==> src/hw/rtl/wav_header_duration_parser_macros.svh <==
// Assertion macros for the WAV header duration parser.
`ifndef WAV_HEADER_DURATION_PARSER_MACROS_SVH
`define WAV_HEADER_DURATION_PARSER_MACROS_SVH
`ifndef SYNTHESIS
`define WHDP_ASSERT_IMPLY(label, clk, rst, ante, cons, msg) \
   label: assert property (@(posedge clk) disable iff (rst) (ante) |-> (cons)) else $error(msg);
`define WHDP_ASSERT_NEXT(label, clk, rst, ante, cons, msg) \
   label: assert property (@(posedge clk) disable iff (rst) (ante) |=> (cons)) else $error(msg);
`else
`define WHDP_ASSERT_IMPLY(label, clk, rst, ante, cons, msg)
`define WHDP_ASSERT_NEXT(label, clk, rst, ante, cons, msg)
`endif
`endif

==> src/hw/rtl/whdp_pkg.sv <==
package whdp_pkg;

   typedef enum logic [3:0] {
      PH_RIFF,
      PH_HEAD,
      PH_FMT,
      PH_SKIP,
      PH_DONE,
      PH_MUL_A,
      PH_MUL_B,
      PH_CHECK,
      PH_DIV
   } whdp_state_type;

   typedef enum logic [1:0] {
      STATUS_OK         = 2'd0,
      STATUS_BAD_HEADER = 2'd1,
      STATUS_NO_DATA    = 2'd2,
      STATUS_ZERO_RATE  = 2'd3
   } whdp_status_type;

   localparam logic [31:0] TAG_DATA     = 32'h64617461;
   localparam logic [31:0] TAG_FMT      = 32'h666D7420;
   localparam logic [31:0] FMT_BODY_LEN = 32'd16;
   localparam int          BYTE_SHIFT   = 3;

   localparam logic [3:0] RIFF_LAST = 4'd11;
   localparam logic [3:0] HEAD_LAST = 4'd7;
   localparam logic [3:0] FMT_LAST  = 4'd15;

   localparam logic [3:0] FMT_CH_LO   = 4'd2;
   localparam logic [3:0] FMT_CH_HI   = 4'd3;
   localparam logic [3:0] FMT_RATE_B0 = 4'd4;
   localparam logic [3:0] FMT_RATE_B1 = 4'd5;
   localparam logic [3:0] FMT_RATE_B2 = 4'd6;
   localparam logic [3:0] FMT_RATE_B3 = 4'd7;
   localparam logic [3:0] FMT_BITS_LO = 4'd14;

   localparam int          DIV_STEPS = 32;
   localparam int          DIV_CNT_W = $clog2(DIV_STEPS);
   localparam logic [DIV_CNT_W-1:0] DIV_LAST = DIV_CNT_W'(DIV_STEPS - 1);

   localparam int RSP_TDATA_W = 72;

   typedef struct packed {
      logic            riff_step;
      logic            head_step;
      logic            fmt_step;
      logic            fmt_commit;
      logic            skip_load;
      logic            skip_step;
      logic [3:0]      count;
      logic            clear;
      logic            mul_a;
      logic            mul_b;
      logic            div_init;
      logic            div_step;
      logic            emit;
      whdp_status_type emit_status;
      logic            emit_quot;
   } whdp_cmd_type;

   typedef struct packed {
      logic header_good_next;
      logic tag_is_data;
      logic tag_is_fmt;
      logic len_next_short;
      logic len_next_zero;
      logic fmt_len_is16;
      logic skip_leave;
      logic bps_zero;
      logic out_free;
   } whdp_sts_type;

   function automatic logic [7:0] riff_byte(input logic [3:0] idx);
      logic [7:0] value;
      case (idx)
         4'd0:    value = 8'h52;
         4'd1:    value = 8'h49;
         4'd2:    value = 8'h46;
         4'd3:    value = 8'h46;
         4'd8:    value = 8'h57;
         4'd9:    value = 8'h41;
         4'd10:   value = 8'h56;
         4'd11:   value = 8'h45;
         default: value = 8'h00;
      endcase
      return value;
   endfunction

   function automatic logic riff_checked(input logic [3:0] idx);
      return (idx inside {[4'd0:4'd3], [4'd8:4'd11]});
   endfunction

endpackage

==> src/hw/rtl/whdp_ctrl.sv <==
module whdp_ctrl (
   input  logic                  clock,
   input  logic                  reset,
   input  logic                  req_tvalid,
   input  logic                  req_tlast,
   output logic                  req_tready,
   input  whdp_pkg::whdp_sts_type sts,
   output whdp_pkg::whdp_cmd_type cmd
);

   whdp_pkg::whdp_state_type state_ff, state_in;
   logic [3:0]                count_ff, count_in;
   logic [whdp_pkg::DIV_CNT_W-1:0] div_cnt_ff, div_cnt_in;
   logic                      eof_pending_ff, eof_pending_in;

   logic                      parse_state;
   logic                      accept;
   logic                      riff_end;
   logic                      head_end;
   logic                      fmt_end;
   logic                      start_calc;
   logic                      byte_emit;
   whdp_pkg::whdp_status_type byte_status;
   logic                      eof_emit;
   whdp_pkg::whdp_state_type  phase_after;
   logic [3:0]                count_after;

   always_comb begin
      parse_state = (state_ff inside {whdp_pkg::PH_RIFF, whdp_pkg::PH_HEAD, whdp_pkg::PH_FMT,
                                      whdp_pkg::PH_SKIP, whdp_pkg::PH_DONE});
      req_tready  = parse_state && sts.out_free;
      accept      = req_tvalid && req_tready;
      riff_end    = (state_ff == whdp_pkg::PH_RIFF) && (count_ff == whdp_pkg::RIFF_LAST);
      head_end    = (state_ff == whdp_pkg::PH_HEAD) && (count_ff == whdp_pkg::HEAD_LAST);
      fmt_end     = (state_ff == whdp_pkg::PH_FMT) && (count_ff == whdp_pkg::FMT_LAST);
      start_calc  = head_end && sts.tag_is_data;
      byte_emit   = 1'b0;
      byte_status = whdp_pkg::STATUS_BAD_HEADER;
      if (riff_end && !sts.header_good_next) begin
         byte_emit = 1'b1;
      end else if (head_end && !sts.tag_is_data && sts.tag_is_fmt && sts.len_next_short) begin
         byte_emit   = 1'b1;
         byte_status = whdp_pkg::STATUS_NO_DATA;
      end

      phase_after = state_ff;
      case (state_ff)
         whdp_pkg::PH_RIFF: begin
            if (riff_end) begin
               phase_after = sts.header_good_next ? whdp_pkg::PH_HEAD : whdp_pkg::PH_DONE;
            end
         end
         whdp_pkg::PH_HEAD: begin
            if (head_end) begin
               if (sts.tag_is_data) begin
                  phase_after = whdp_pkg::PH_MUL_A;
               end else if (sts.tag_is_fmt) begin
                  phase_after = sts.len_next_short ? whdp_pkg::PH_DONE : whdp_pkg::PH_FMT;
               end else begin
                  phase_after = sts.len_next_zero ? whdp_pkg::PH_HEAD : whdp_pkg::PH_SKIP;
               end
            end
         end
         whdp_pkg::PH_FMT: begin
            if (fmt_end) begin
               phase_after = sts.fmt_len_is16 ? whdp_pkg::PH_HEAD : whdp_pkg::PH_SKIP;
            end
         end
         whdp_pkg::PH_SKIP: begin
            if (sts.skip_leave) begin
               phase_after = whdp_pkg::PH_HEAD;
            end
         end
         default: phase_after = state_ff;
      endcase

      count_after = count_ff;
      if (state_ff inside {whdp_pkg::PH_RIFF, whdp_pkg::PH_HEAD, whdp_pkg::PH_FMT}) begin
         count_after = (riff_end || head_end) ? 4'd0 : count_ff + 4'd1;
      end

      eof_emit = req_tlast && !start_calc && !byte_emit && (state_ff != whdp_pkg::PH_DONE);
   end

   always_comb begin
      state_in       = state_ff;
      count_in       = count_ff;
      div_cnt_in     = div_cnt_ff;
      eof_pending_in = eof_pending_ff;
      case (state_ff)
         whdp_pkg::PH_MUL_A: state_in = whdp_pkg::PH_MUL_B;
         whdp_pkg::PH_MUL_B: state_in = whdp_pkg::PH_CHECK;
         whdp_pkg::PH_CHECK: begin
            if (sts.bps_zero) begin
               state_in       = eof_pending_ff ? whdp_pkg::PH_RIFF : whdp_pkg::PH_DONE;
               eof_pending_in = 1'b0;
            end else begin
               state_in   = whdp_pkg::PH_DIV;
               div_cnt_in = '0;
            end
         end
         whdp_pkg::PH_DIV: begin
            div_cnt_in = div_cnt_ff + whdp_pkg::DIV_CNT_W'(1);
            if (div_cnt_ff == whdp_pkg::DIV_LAST) begin
               state_in       = eof_pending_ff ? whdp_pkg::PH_RIFF : whdp_pkg::PH_DONE;
               eof_pending_in = 1'b0;
            end
         end
         default: begin
            if (accept) begin
               if (start_calc) begin
                  state_in       = whdp_pkg::PH_MUL_A;
                  count_in       = 4'd0;
                  eof_pending_in = req_tlast;
               end else if (req_tlast) begin
                  state_in = whdp_pkg::PH_RIFF;
                  count_in = 4'd0;
               end else begin
                  state_in = phase_after;
                  count_in = count_after;
               end
            end
         end
      endcase
   end

   always_comb begin
      cmd       = '0;
      cmd.count = count_ff;
      case (state_ff)
         whdp_pkg::PH_MUL_A: cmd.mul_a = 1'b1;
         whdp_pkg::PH_MUL_B: cmd.mul_b = 1'b1;
         whdp_pkg::PH_CHECK: begin
            if (sts.bps_zero) begin
               cmd.emit        = 1'b1;
               cmd.emit_status = whdp_pkg::STATUS_ZERO_RATE;
               cmd.clear       = eof_pending_ff;
            end else begin
               cmd.div_init = 1'b1;
            end
         end
         whdp_pkg::PH_DIV: begin
            cmd.div_step = 1'b1;
            if (div_cnt_ff == whdp_pkg::DIV_LAST) begin
               cmd.emit        = 1'b1;
               cmd.emit_status = whdp_pkg::STATUS_OK;
               cmd.emit_quot   = 1'b1;
               cmd.clear       = eof_pending_ff;
            end
         end
         default: begin
            if (accept) begin
               case (state_ff)
                  whdp_pkg::PH_RIFF: cmd.riff_step = 1'b1;
                  whdp_pkg::PH_HEAD: begin
                     cmd.head_step = 1'b1;
                     cmd.skip_load = head_end && !sts.tag_is_data && !sts.tag_is_fmt;
                  end
                  whdp_pkg::PH_FMT: begin
                     cmd.fmt_step   = 1'b1;
                     cmd.fmt_commit = fmt_end;
                  end
                  whdp_pkg::PH_SKIP: cmd.skip_step = 1'b1;
                  default: cmd.riff_step = 1'b0;
               endcase
               if (byte_emit) begin
                  cmd.emit        = 1'b1;
                  cmd.emit_status = byte_status;
               end else if (eof_emit) begin
                  cmd.emit        = 1'b1;
                  cmd.emit_status = (phase_after == whdp_pkg::PH_RIFF) ?
                                    whdp_pkg::STATUS_BAD_HEADER : whdp_pkg::STATUS_NO_DATA;
               end
               cmd.clear = req_tlast && !start_calc;
            end
         end
      endcase
   end

   always_ff @(posedge clock) begin
      if (reset) begin
         state_ff       <= whdp_pkg::PH_RIFF;
         count_ff       <= 4'd0;
         div_cnt_ff     <= '0;
         eof_pending_ff <= 1'b0;
      end else begin
         state_ff       <= state_in;
         count_ff       <= count_in;
         div_cnt_ff     <= div_cnt_in;
         eof_pending_ff <= eof_pending_in;
      end
   end

endmodule

==> src/hw/rtl/whdp_datapath.sv <==
module whdp_datapath (
   input  logic                               clock,
   input  logic                               reset,
   input  logic [7:0]                         req_byte,
   input  whdp_pkg::whdp_cmd_type             cmd,
   output whdp_pkg::whdp_sts_type             sts,
   output logic                               rsp_tvalid,
   input  logic                               rsp_tready,
   output logic [whdp_pkg::RSP_TDATA_W-1:0]   rsp_tdata
);

   logic        header_good_ff, header_good_in;
   logic [31:0] chunk_tag_ff, chunk_tag_in;
   logic [31:0] chunk_length_ff, chunk_length_in;
   logic [31:0] skip_ff, skip_in;
   logic        pad_ff, pad_in;
   logic [15:0] new_ch_ff, new_ch_in;
   logic [31:0] new_rate_ff, new_rate_in;
   logic [7:0]  new_bits_lo_ff, new_bits_lo_in;
   logic [15:0] channel_ff, channel_in;
   logic [31:0] rate_seen_ff, rate_seen_in;
   logic [15:0] bits_ff, bits_in;
   logic [31:0] prod_ff, prod_in;
   logic [31:0] bps_ff, bps_in;
   logic [31:0] rem_ff, rem_in;
   logic [31:0] quo_ff, quo_in;
   logic        rsp_valid_ff, rsp_valid_in;
   logic [1:0]  rsp_status_ff, rsp_status_in;
   logic [31:0] rsp_rate_ff, rsp_rate_in;
   logic [31:0] rsp_dur_ff, rsp_dur_in;

   logic [31:0] len_next;
   logic [31:0] rate_now;
   logic [32:0] partial;
   logic        take;

   always_comb begin
      len_next = {req_byte, chunk_length_ff[31:8]};
      rate_now = cmd.fmt_commit ? new_rate_ff : rate_seen_ff;
      partial  = {rem_ff, quo_ff[31]};
      take     = (partial >= {1'b0, bps_ff});

      sts.header_good_next = header_good_ff && !(whdp_pkg::riff_checked(cmd.count) &&
                             (req_byte != whdp_pkg::riff_byte(cmd.count)));
      sts.tag_is_data      = (chunk_tag_ff == whdp_pkg::TAG_DATA);
      sts.tag_is_fmt       = (chunk_tag_ff == whdp_pkg::TAG_FMT);
      sts.len_next_short   = (len_next < whdp_pkg::FMT_BODY_LEN);
      sts.len_next_zero    = (len_next == 32'd0);
      sts.fmt_len_is16     = (chunk_length_ff == whdp_pkg::FMT_BODY_LEN);
      sts.skip_leave       = (skip_ff == 32'd0) || ((skip_ff == 32'd1) && !pad_ff);
      sts.bps_zero         = (bps_ff == 32'd0);
      sts.out_free         = !rsp_valid_ff || rsp_tready;

      header_good_in  = header_good_ff;
      chunk_tag_in    = chunk_tag_ff;
      chunk_length_in = chunk_length_ff;
      skip_in         = skip_ff;
      pad_in          = pad_ff;
      new_ch_in       = new_ch_ff;
      new_rate_in     = new_rate_ff;
      new_bits_lo_in  = new_bits_lo_ff;
      channel_in      = channel_ff;
      rate_seen_in    = rate_seen_ff;
      bits_in         = bits_ff;
      prod_in         = prod_ff;
      bps_in          = bps_ff;
      rem_in          = rem_ff;
      quo_in          = quo_ff;

      if (cmd.riff_step) begin
         header_good_in = sts.header_good_next;
      end
      if (cmd.head_step) begin
         if (cmd.count[2]) begin
            chunk_length_in = len_next;
         end else begin
            chunk_tag_in = {chunk_tag_ff[23:0], req_byte};
         end
      end
      if (cmd.skip_load) begin
         skip_in = len_next;
         pad_in  = len_next[0];
      end
      if (cmd.fmt_step) begin
         case (cmd.count)
            whdp_pkg::FMT_CH_LO:   new_ch_in[7:0]      = req_byte;
            whdp_pkg::FMT_CH_HI:   new_ch_in[15:8]     = req_byte;
            whdp_pkg::FMT_RATE_B0: new_rate_in[7:0]    = req_byte;
            whdp_pkg::FMT_RATE_B1: new_rate_in[15:8]   = req_byte;
            whdp_pkg::FMT_RATE_B2: new_rate_in[23:16]  = req_byte;
            whdp_pkg::FMT_RATE_B3: new_rate_in[31:24]  = req_byte;
            whdp_pkg::FMT_BITS_LO: new_bits_lo_in      = req_byte;
            default:               new_bits_lo_in      = new_bits_lo_ff;
         endcase
      end
      if (cmd.fmt_commit) begin
         channel_in   = new_ch_ff;
         rate_seen_in = new_rate_ff;
         bits_in      = {req_byte, new_bits_lo_ff};
         skip_in      = chunk_length_ff - whdp_pkg::FMT_BODY_LEN;
         pad_in       = chunk_length_ff[0];
      end
      if (cmd.skip_step) begin
         if (skip_ff != 32'd0) begin
            skip_in = skip_ff - 32'd1;
         end else begin
            pad_in = 1'b0;
         end
      end
      if (cmd.mul_a) begin
         prod_in = 32'(rate_seen_ff * 32'(channel_ff));
      end
      if (cmd.mul_b) begin
         bps_in = 32'(prod_ff * 32'(bits_ff[15:whdp_pkg::BYTE_SHIFT]));
      end
      if (cmd.div_init) begin
         rem_in = 32'd0;
         quo_in = chunk_length_ff;
      end
      if (cmd.div_step) begin
         rem_in = take ? 32'(partial - {1'b0, bps_ff}) : partial[31:0];
         quo_in = {quo_ff[30:0], take};
      end
      if (cmd.clear) begin
         header_good_in = 1'b1;
         channel_in     = 16'd0;
         rate_seen_in   = 32'd0;
         bits_in        = 16'd0;
      end

      rsp_status_in = rsp_status_ff;
      rsp_rate_in   = rsp_rate_ff;
      rsp_dur_in    = rsp_dur_ff;
      if (cmd.emit) begin
         rsp_valid_in  = 1'b1;
         rsp_status_in = cmd.emit_status;
         rsp_rate_in   = (cmd.emit_status == whdp_pkg::STATUS_BAD_HEADER) ? 32'd0 : rate_now;
         rsp_dur_in    = cmd.emit_quot ? quo_in : 32'd0;
      end else begin
         rsp_valid_in  = rsp_valid_ff && !rsp_tready;
      end
   end

   always_ff @(posedge clock) begin
      if (reset) begin
         header_good_ff <= 1'b1;
         channel_ff     <= 16'd0;
         rate_seen_ff   <= 32'd0;
         bits_ff        <= 16'd0;
         rsp_valid_ff   <= 1'b0;
      end else begin
         header_good_ff <= header_good_in;
         channel_ff     <= channel_in;
         rate_seen_ff   <= rate_seen_in;
         bits_ff        <= bits_in;
         rsp_valid_ff   <= rsp_valid_in;
      end
   end

   always_ff @(posedge clock) begin
      chunk_tag_ff    <= chunk_tag_in;
      chunk_length_ff <= chunk_length_in;
      skip_ff         <= skip_in;
      pad_ff          <= pad_in;
      new_ch_ff       <= new_ch_in;
      new_rate_ff     <= new_rate_in;
      new_bits_lo_ff  <= new_bits_lo_in;
      prod_ff         <= prod_in;
      bps_ff          <= bps_in;
      rem_ff          <= rem_in;
      quo_ff          <= quo_in;
      rsp_status_ff   <= rsp_status_in;
      rsp_rate_ff     <= rsp_rate_in;
      rsp_dur_ff      <= rsp_dur_in;
   end

   assign rsp_tvalid = rsp_valid_ff;
   assign rsp_tdata  = {6'd0, rsp_dur_ff, rsp_rate_ff, rsp_status_ff};

endmodule

==> src/hw/rtl/wav_header_duration_parser.sv <==
// Takes one file byte per cycle while no calculation runs and the result slot is free;
// a result is registered in the cycle after the byte that causes it. When the data chunk
// header completes, the byte rate is formed in states MUL_A and MUL_B and checked, then a
// radix-2 divider runs, with input held off meanwhile. A zero byte rate gives a zero-rate status.
// Synchronous reset returns the parser to the RIFF header phase with no result pending.
`include "wav_header_duration_parser_macros.svh"

module wav_header_duration_parser (
   input  logic                             clock,
   input  logic                             reset,
   input  logic                             req_tvalid,
   output logic                             req_tready,
   input  logic [7:0]                       req_tdata,  // file_byte
   input  logic                             req_tlast,  // end_of_file
   output logic                             rsp_tvalid,
   input  logic                             rsp_tready,
   output logic [whdp_pkg::RSP_TDATA_W-1:0] rsp_tdata   // status, sample_rate, duration_sec
);

   whdp_pkg::whdp_cmd_type cmd;
   whdp_pkg::whdp_sts_type sts;
   logic                   calc_busy;

   whdp_ctrl u_ctrl (
      .clock      (clock),
      .reset      (reset),
      .req_tvalid (req_tvalid),
      .req_tlast  (req_tlast),
      .req_tready (req_tready),
      .sts        (sts),
      .cmd        (cmd)
   );

   whdp_datapath u_datapath (
      .clock      (clock),
      .reset      (reset),
      .req_byte   (req_tdata),
      .cmd        (cmd),
      .sts        (sts),
      .rsp_tvalid (rsp_tvalid),
      .rsp_tready (rsp_tready),
      .rsp_tdata  (rsp_tdata)
   );

   assign calc_busy = cmd.mul_a || cmd.mul_b || cmd.div_init || cmd.div_step;

   `WHDP_ASSERT_IMPLY(a_emit_slot_free, clock, reset, cmd.emit, sts.out_free, "result overwritten")
   `WHDP_ASSERT_NEXT(a_emit_shows, clock, reset, cmd.emit, rsp_tvalid, "result not presented")
   `WHDP_ASSERT_IMPLY(a_calc_no_input, clock, reset, calc_busy, !req_tready, "input during divide")

endmodule
==> config.mk <==
export PLATFORM = sky130hd
export DESIGN_NAME = wav_header_duration_parser
export DESIGN_NICKNAME = d
export VERILOG_FILES = /design/src/hw/rtl/whdp_pkg.sv /design/src/hw/rtl/whdp_ctrl.sv /design/src/hw/rtl/whdp_datapath.sv /design/src/hw/rtl/wav_header_duration_parser.sv
export VERILOG_INCLUDE_DIRS = /design/src /design/src/hw/rtl
export SDC_FILE = /design/constraint.sdc
export NUM_CORES = 2
export LEC_CHECK = 0
export BUFFER_PORTS_ARGS = -buffer_cell sky130_fd_sc_hd__buf_4
export CAP_MARGIN = 10
export CORE_MARGIN = 1.5
export CORE_UTILIZATION = 50
export CTS_BUF_LIST = sky130_fd_sc_hd__clkbuf_8
export DETAILED_ROUTE_END_ITERATION = 6
export GPL_ROUTABILITY_DRIVEN = 0
export PLACE_DENSITY = 0.68
export SYNTH_ARGS = -nofsm -noshare
export SYNTH_HDL_FRONTEND = slang
export SYNTH_HIERARCHICAL = 1
export SYNTH_SLANG_ARGS = --single-unit
==> constraint.sdc <==
create_clock -name clock -period 6.9 [get_ports clock]
set_input_delay 1.38 -clock clock [delete_from_list [all_inputs] [get_ports clock]]
set_output_delay 1.38 -clock clock [all_outputs]
set_load 0.1 [all_outputs]
# After elaboration in Yosys (flattened, before gate mapping)
# Memories as Yosys holds them, arrays and structs flattened. A register that Yosys moved wholly into a read port is not among the register bits.
# Cells that the tools add are included.
[totals] regBits=427 romBits=96 inputBits=13 n_memories=1
[mem_list] memory="(name not given)" depth=16 word_bits=6 rd=1 rd_ports_with_merged_regs=1 write_ports=0 line_no="whdp_pkg.sv:77" rtl="case (idx)"
[op_classes] add_sub_neg=5 multipliers=2 n_lt_le_gt_ge=6 eq_ne=28 muxes=74 n_bitwise=3 n_reduce_logical=63
[ops] operator="32-bit two-way mux" count=10
[ops] operator="32-bit zero test" count=3
[ops] operator="4-bit two-way mux" count=18
[ops] operator="32-bit by 31-bit == test with 1-bit output, second input constant" count=2
[ops] operator="33-bit by 32-bit greater-or-equal comparator with 1-bit output" count=1
[ops] operator="32-bit by 1-bit == test with 1-bit output, second input constant" count=1
[ops] operator="32-bit by 5-bit == test with 1-bit output, second input constant" count=1
[ops] operator="4-bit by 3-bit == test with 1-bit output, second input constant" count=8
[ops] operator="32-bit by 5-bit < comparator with 1-bit output, second input constant" count=1
[ops] operator="32-bit by 13-bit multiplier with 32-bit output" count=1
[ops] operator="32-bit by 16-bit multiplier with 32-bit output" count=1
[ops] operator="4-bit one-hot mux with 4 select lines" count=2
[ops] operator="32-bit nonzero test" count=1
[ops] operator="32-bit by 1-bit subtractor with 32-bit output, second input constant" count=1
[ops] operator="32-bit subtractor" count=1
[ops] operator="32-bit by 5-bit subtractor with 32-bit output, second input constant" count=1
[ops] operator="1-bit two-way mux" count=24
[ops] operator="2-bit AND reduction" count=11
[ops] operator="3-bit two-way mux" count=7
[ops] operator="1-bit logical AND" count=20
[ops] operator="4-bit by 2-bit == test with 1-bit output, second input constant" count=4
[ops] operator="4-bit == test, second input constant" count=4
[ops] operator="2-bit two-way mux" count=6
[ops] operator="6-bit two-way mux" count=2
[ops] operator="other kinds (28)" count=50

# Longest topological paths before layout
[logic_depth] ltp_word=17 mapped_depth=26

# Cells and area by module
# The synthesis kept the hierarchy.
[by_module_without_submodules] mod="whdp_datapath" n_inst=1 cells_each=3940 area_per_inst_um2=38557.0 seq_area_each_um2=10940.5
[by_module_without_submodules] mod="whdp_ctrl" n_inst=1 cells_each=161 area_per_inst_um2=1224.9 seq_area_each_um2=280.3

# Least setup slack after synthesis
# Ideal clock, no wire load.
[synth_timing] kind="reg2reg" from="register u_datapath.rate_seen_ff[10]" to="register u_datapath.prod_ff[31] (data pin)" setup_ps=264 t_arrival_ps=6382 required_ps=6636 setup_slack_ps=254 path_stages_with_launch=23 period_less_slack_ps=6646 path_cell_list="dfxtp_1 clkbuf_1 nand2_1 fa_1 fa_1 fa_1 fa_1 inv_1 fa_1 inv_1 fa_1 inv_1 ha_1 clkbuf_1 nand4_1 nor3_1 or4_1 o31a_1 o311a_1 a221oi_1 o211ai_1 o31ai_1 xnor2_1"
[synth_between] elab_chain_cells=1
[synth_rtl] element="start, declared" line_no="whdp_datapath.sv:21" rtl="logic [31:0] rate_seen_ff, rate_seen_in;"
[synth_rtl] element="start signal, assigned" line_no="whdp_datapath.sv:154" rtl="rate_seen_ff <= rate_seen_in;"
[synth_rtl] element="32-bit by 16-bit multiplier with 32-bit output" line_no="whdp_datapath.sv:111" rtl="prod_in = 32'(rate_seen_ff * 32'(channel_ff));"
[synth_rtl] element="end signal, assigned" line_no="whdp_datapath.sv:168" rtl="prod_ff <= prod_in;"
[synth_rtl] element="end, declared" line_no="whdp_datapath.sv:23" rtl="logic [31:0] prod_ff, prod_in;"
# Every way passes these cells.
# A chain may end at the register's enable or synchronous reset.

# Worst setup path in the final report
[layout_timing] from="register u_datapath.rate_seen_ff[4]" to="register u_datapath.prod_ff[31] (data pin)"
# The elaborated chain is that of the path after synthesis.

==> results.md <==
* Status: finished, final reports clean
* M1 wire length at 42700 um
* Worst path cell trace: and2_1, fa_1, inv_1, fa_1, fa_1, fa_1, inv_1, fa_1, inv_1, fa_1, inv_1, ha_1, nand4_1, nor3_1, or4_1, o31a_1, o311a_1, a221oi_1, buf_4, o211ai_1, o31ai_1, xnor2_1
* Distinct cells, synth at 91
* Critical path launch point type: register
* Buffers on Ports at 80
* WS Path Type: reg2reg
* Post-Route WL at 97600 um
* Area Overhead vs Synth at 8.26%
* Flop pwr share at 0.512
* DRC viols at 0
* CP Buf/Inv Count at 5
* Fmax at 150 MHz
* Sw Pwr at 1.35 mW
* Pre-CTS setup slack at 0.286 ns
* Yosys reg bits at 421
* Tmin final at 6.66 ns
* Final setup viols at 0
* Slowest-stage cell, CP: fa_1
* Crit Path Max Fanout at 8
* Int Pwr at 3.96 mW
* Max-slew headroom at 0.184
* Clock power share at 0.436
* Total track usage at 0.246
* GRT overflow at 0
* Setup Skew at 0.0687 ns
* Vias at 28300
* Total of fill cells in the finished design at 7135
* PnR worst setup slack at 0.242 ns
* Commonest non-fill, non-tap cells in the layout: inv_1 (690), nand2_1 (596), fa_1 (562)
* VDD IR max at 0.204 mV
* Post-synth EDFFs at 279
* Share of the yosys chip area belonging to registers at 0.282
* Crit path capture type: register
* TritonCTS Buffers at 73
* Worst Setup SP: u_datapath/rate_seen_ff[4]
* Die H at 285 um
* Ports at 87
* Final Power at 5.31 mW
* DIE WIDTH at 285 um
* Worst-path clk slew at 0.07 ns
* Hold WC Path Type: reg2reg
* Worst path top cell family by delay: adder cells
* Drt first pass iters at 6
* CTS max path bufs at 3
* DR WL met3 at 6290 um
* CTS root buf: clkbuf_8
* Clk Latency, worst-skew pair at 0.69 ns
* Synth Instances at 4101
* Crit share post-route at 0.965
* Reg-to-Reg Start: u_datapath/rate_seen_ff[4]
* Post-Syn Area at 0.0398 mm^2
* Starting Density at 0.504
* Leak Pwr at 18.0 nW
* Logic pwr share at 0.052
* Worst path max stage delay at 0.56 ns
* WL/cell at 18.6 um
* Most common cell on crit path: fa_1
* Die Area at 0.0813 mm^2
* Fin cells at 5249
* Most used DFF post-synth: edfxtp_1
* Worst Path Required at 7.30 ns
* TritonCTS clock tree: done
* Core area at 0.0789 mm^2
* Worst-margin pin slew at 1.22 ns
* Yosys warns at 6
* Syn Area/Cell at 9.70 um^2
* Top sig layer: met5
* Iteration-0 DRC Markers at 1937
* Initial antenna violation count at 2
* First-pass GRT wire length at 159000 um
* RSZ-0062 raised after global routing: no
* Arrival @ worst endpoint at 7.06 ns
* Number of global-route vias before repair at 29300
* Async SR Flop Fraction at 0
* Hold path start: u_datapath/chunk_tag_ff[21]
* H-tree depth at 3
* Commonest non-fill, non-tap cell in the layout: inv_1
* Clk sink count at 421
* Share of cells above drive strength 1 at 0.0741
* Placed cells at 5112
* Remaining antenna violation count at 0
* Routed wl met2 at 45300 um
* Hold WS at 0.442 ns
* Vias/cell at 5.39
* Number of max-cap violations at 0
* Core Rows at 103
* Post-DP HPWL at 73900 um
* Final Hold Fails at 0
* Largest net degree at the start of global routing at 87
* Nets at 4870
* Setup TNS at 0 ns
* Switching Share at 0.254
* Final number of max-transition violations at 0
* PwrDens at 123 mW/mm^2
-- logic make-up (layout without fill, tap and decap cells) --
group / count (synthesis) / after routing / share of synthesized area
AO/OA/AOI/OAI: 425 / 425 / 0.0678
XOR/XNOR: 166 / 166 / 0.0367
adder cells (fa/ha/maj): 720 / 720 / 0.333
buffers and inverters: 876 / 967 / 0.0845
flip-flops: 421 / 421 / 0.282
multiplexers: 119 / 119 / 0.0299
other: 1 / 8 / 0.0000943
AND/OR/NAND/NOR: 1373 / 1373 / 0.166
-- synthesized netlist by cell type, types with 5 or more instances --
master | n | share of area
a211o_1 | 5 | 0.0011
a211oi_1 | 42 | 0.0079
buf_1 | 11 | 0.0010
buf_4 | 8 | 0.0015
nor2_1 | 218 | 0.021
o31ai_1 | 9 | 0.0017
nor3_1 | 45 | 0.0057
o21ai_0 | 92 | 0.012
ha_1 | 158 | 0.050
or3_1 | 22 | 0.0035
nand4_1 | 19 | 0.0030
a21oi_1 | 129 | 0.016
or2_2 | 5 | 0.00079
fa_1 | 562 | 0.28
xor2_1 | 52 | 0.011
mux2i_1 | 119 | 0.030
clkbuf_1 | 180 | 0.017
o41ai_1 | 5 | 0.0011
o211ai_1 | 7 | 0.0013
o21ai_1 | 11 | 0.0014
inv_1 | 664 | 0.063
nand2_1 | 596 | 0.056
nand2b_1 | 12 | 0.0019
and2_1 | 301 | 0.047
and4_1 | 6 | 0.0013
nand3_1 | 41 | 0.0052
xnor2_1 | 113 | 0.025
o21bai_1 | 13 | 0.0025
and3_1 | 8 | 0.0013
a31oi_1 | 14 | 0.0022
nor4_1 | 22 | 0.0035
or4_1 | 11 | 0.0021
o21a_1 | 21 | 0.0040
a21o_1 | 27 | 0.0051
buf_2 | 6 | 0.00075
a21boi_0 | 5 | 0.00094
nor4b_1 | 6 | 0.0013
nor2b_1 | 24 | 0.0038
dfxtp_1 | 142 | 0.071
edfxtp_1 | 279 | 0.21
nand3b_1 | 7 | 0.0013
-- worst register-to-register path, cell delays in order, from the launching register on --
cell	delay [ns]
dfxtp_1	0.40
and2_1	0.21
fa_1	0.47
inv_1	0.05
fa_1	0.40
fa_1	0.53
fa_1	0.56
inv_1	0.05
fa_1	0.48
inv_1	0.05
fa_1	0.47
inv_1	0.04
ha_1	0.32
nand4_1	0.13
nor3_1	0.06
or4_1	0.54
o31a_1	0.30
o311a_1	0.38
a221oi_1	0.26
buf_4	0.17
o211ai_1	0.11
o31ai_1	0.29
xnor2_1	0.10
-- flip-flops by register name, indices dropped and copies added, names as in the netlist, 4 cells and up --
register / cells
u_datapath/new_bits_lo_ff: 5
u_datapath/skip_ff: 32
u_ctrl/div_cnt_ff: 5
u_datapath/new_rate_ff: 32
u_ctrl/state_ff: 4
u_datapath/rsp_dur_ff: 32
u_datapath/chunk_tag_ff: 32
u_datapath/rate_seen_ff: 32
u_datapath/channel_ff: 16
u_datapath/rem_ff: 32
u_datapath/prod_ff: 32
u_datapath/rsp_rate_ff: 32
u_datapath/bits_ff: 13
u_datapath/bps_ff: 32
u_datapath/new_ch_ff: 16
u_ctrl/count_ff: 4
u_datapath/chunk_length_ff: 32
u_datapath/quo_ff: 32
-- path summary, 6_finish.rpt --
path                                 endpoint  slack, ns  depth (start not counted)
setup reg to reg       u_datapath/prod_ff[31]       0.24                         22
setup / recovery       u_datapath/prod_ff[31]       0.24                         22
hold reg to reg   u_datapath/chunk_tag_ff[29]       0.44                          0
hold / removal    u_datapath/chunk_tag_ff[29]       0.44                          0
-- cell type report --
| class | instances | area [um^2] | area share |
|---|---|---|---|
| Antenna cell | 2 | 5.00 | 0.000116 |
| Clock buffer | 77 | 1060 | 0.0246 |
| Clock inverter | 58 | 407 | 0.00944 |
| Inverter | 667 | 2510 | 0.0583 |
| Multi-Input combinational cell | 2809 | 25300 | 0.587 |
| Sequential cell | 421 | 11200 | 0.261 |
| Tap cell | 1050 | 1310 | 0.0305 |
| Timing Repair Buffer | 165 | 1260 | 0.0293 |
-- per-layer routing --
layer	up-vias	track usage
met5	-	0
met4	2	0.0836
met3	181	0.0440
met2	934	0.396
met1	14100	0.337
li1	13100	-
-- stage by stage --
| stage | util | cell area [um^2] |
|---|---|---|
| 2_1_floorplan | - | 39800 |
| 3_3_place_gp | 0.527 | 41600 |
| 3_5_place_dp | 0.527 | 41600 |
| 4_1_cts | 0.546 | 43100 |
| 5_1_grt | 0.546 | 43100 |
| 6_report | 0.546 | 43100 |
-- power groups by stage --
| stage | clock network (mW) | logic [mW] | registers (mW) |
|---|---|---|---|
| final | 2.31 | 0.277 | 2.72 |
| after CTS | 2.38 | 0.276 | 2.72 |
| after global placement | 0 | 0.275 | 2.77 |
| after global routing | 2.48 | 0.291 | 2.72 |
| after floorplan | 0 | 0.0971 | 2.87 |
| after detailed placement | 0 | 0.276 | 2.77 |
-- repair_timing --
| action | in CTS | in global routing |
|---|---|---|
| endpoints found under the setup margin | 0 | 1 |
| hold buffers | 0 | 0 |
| endpoints found under the hold margin | 0 | 0 |
| buffers inserted | 0 | 0 |
| resized for setup | 0 | 2 |
Note: power is estimated with default switching activity, not from simulation.
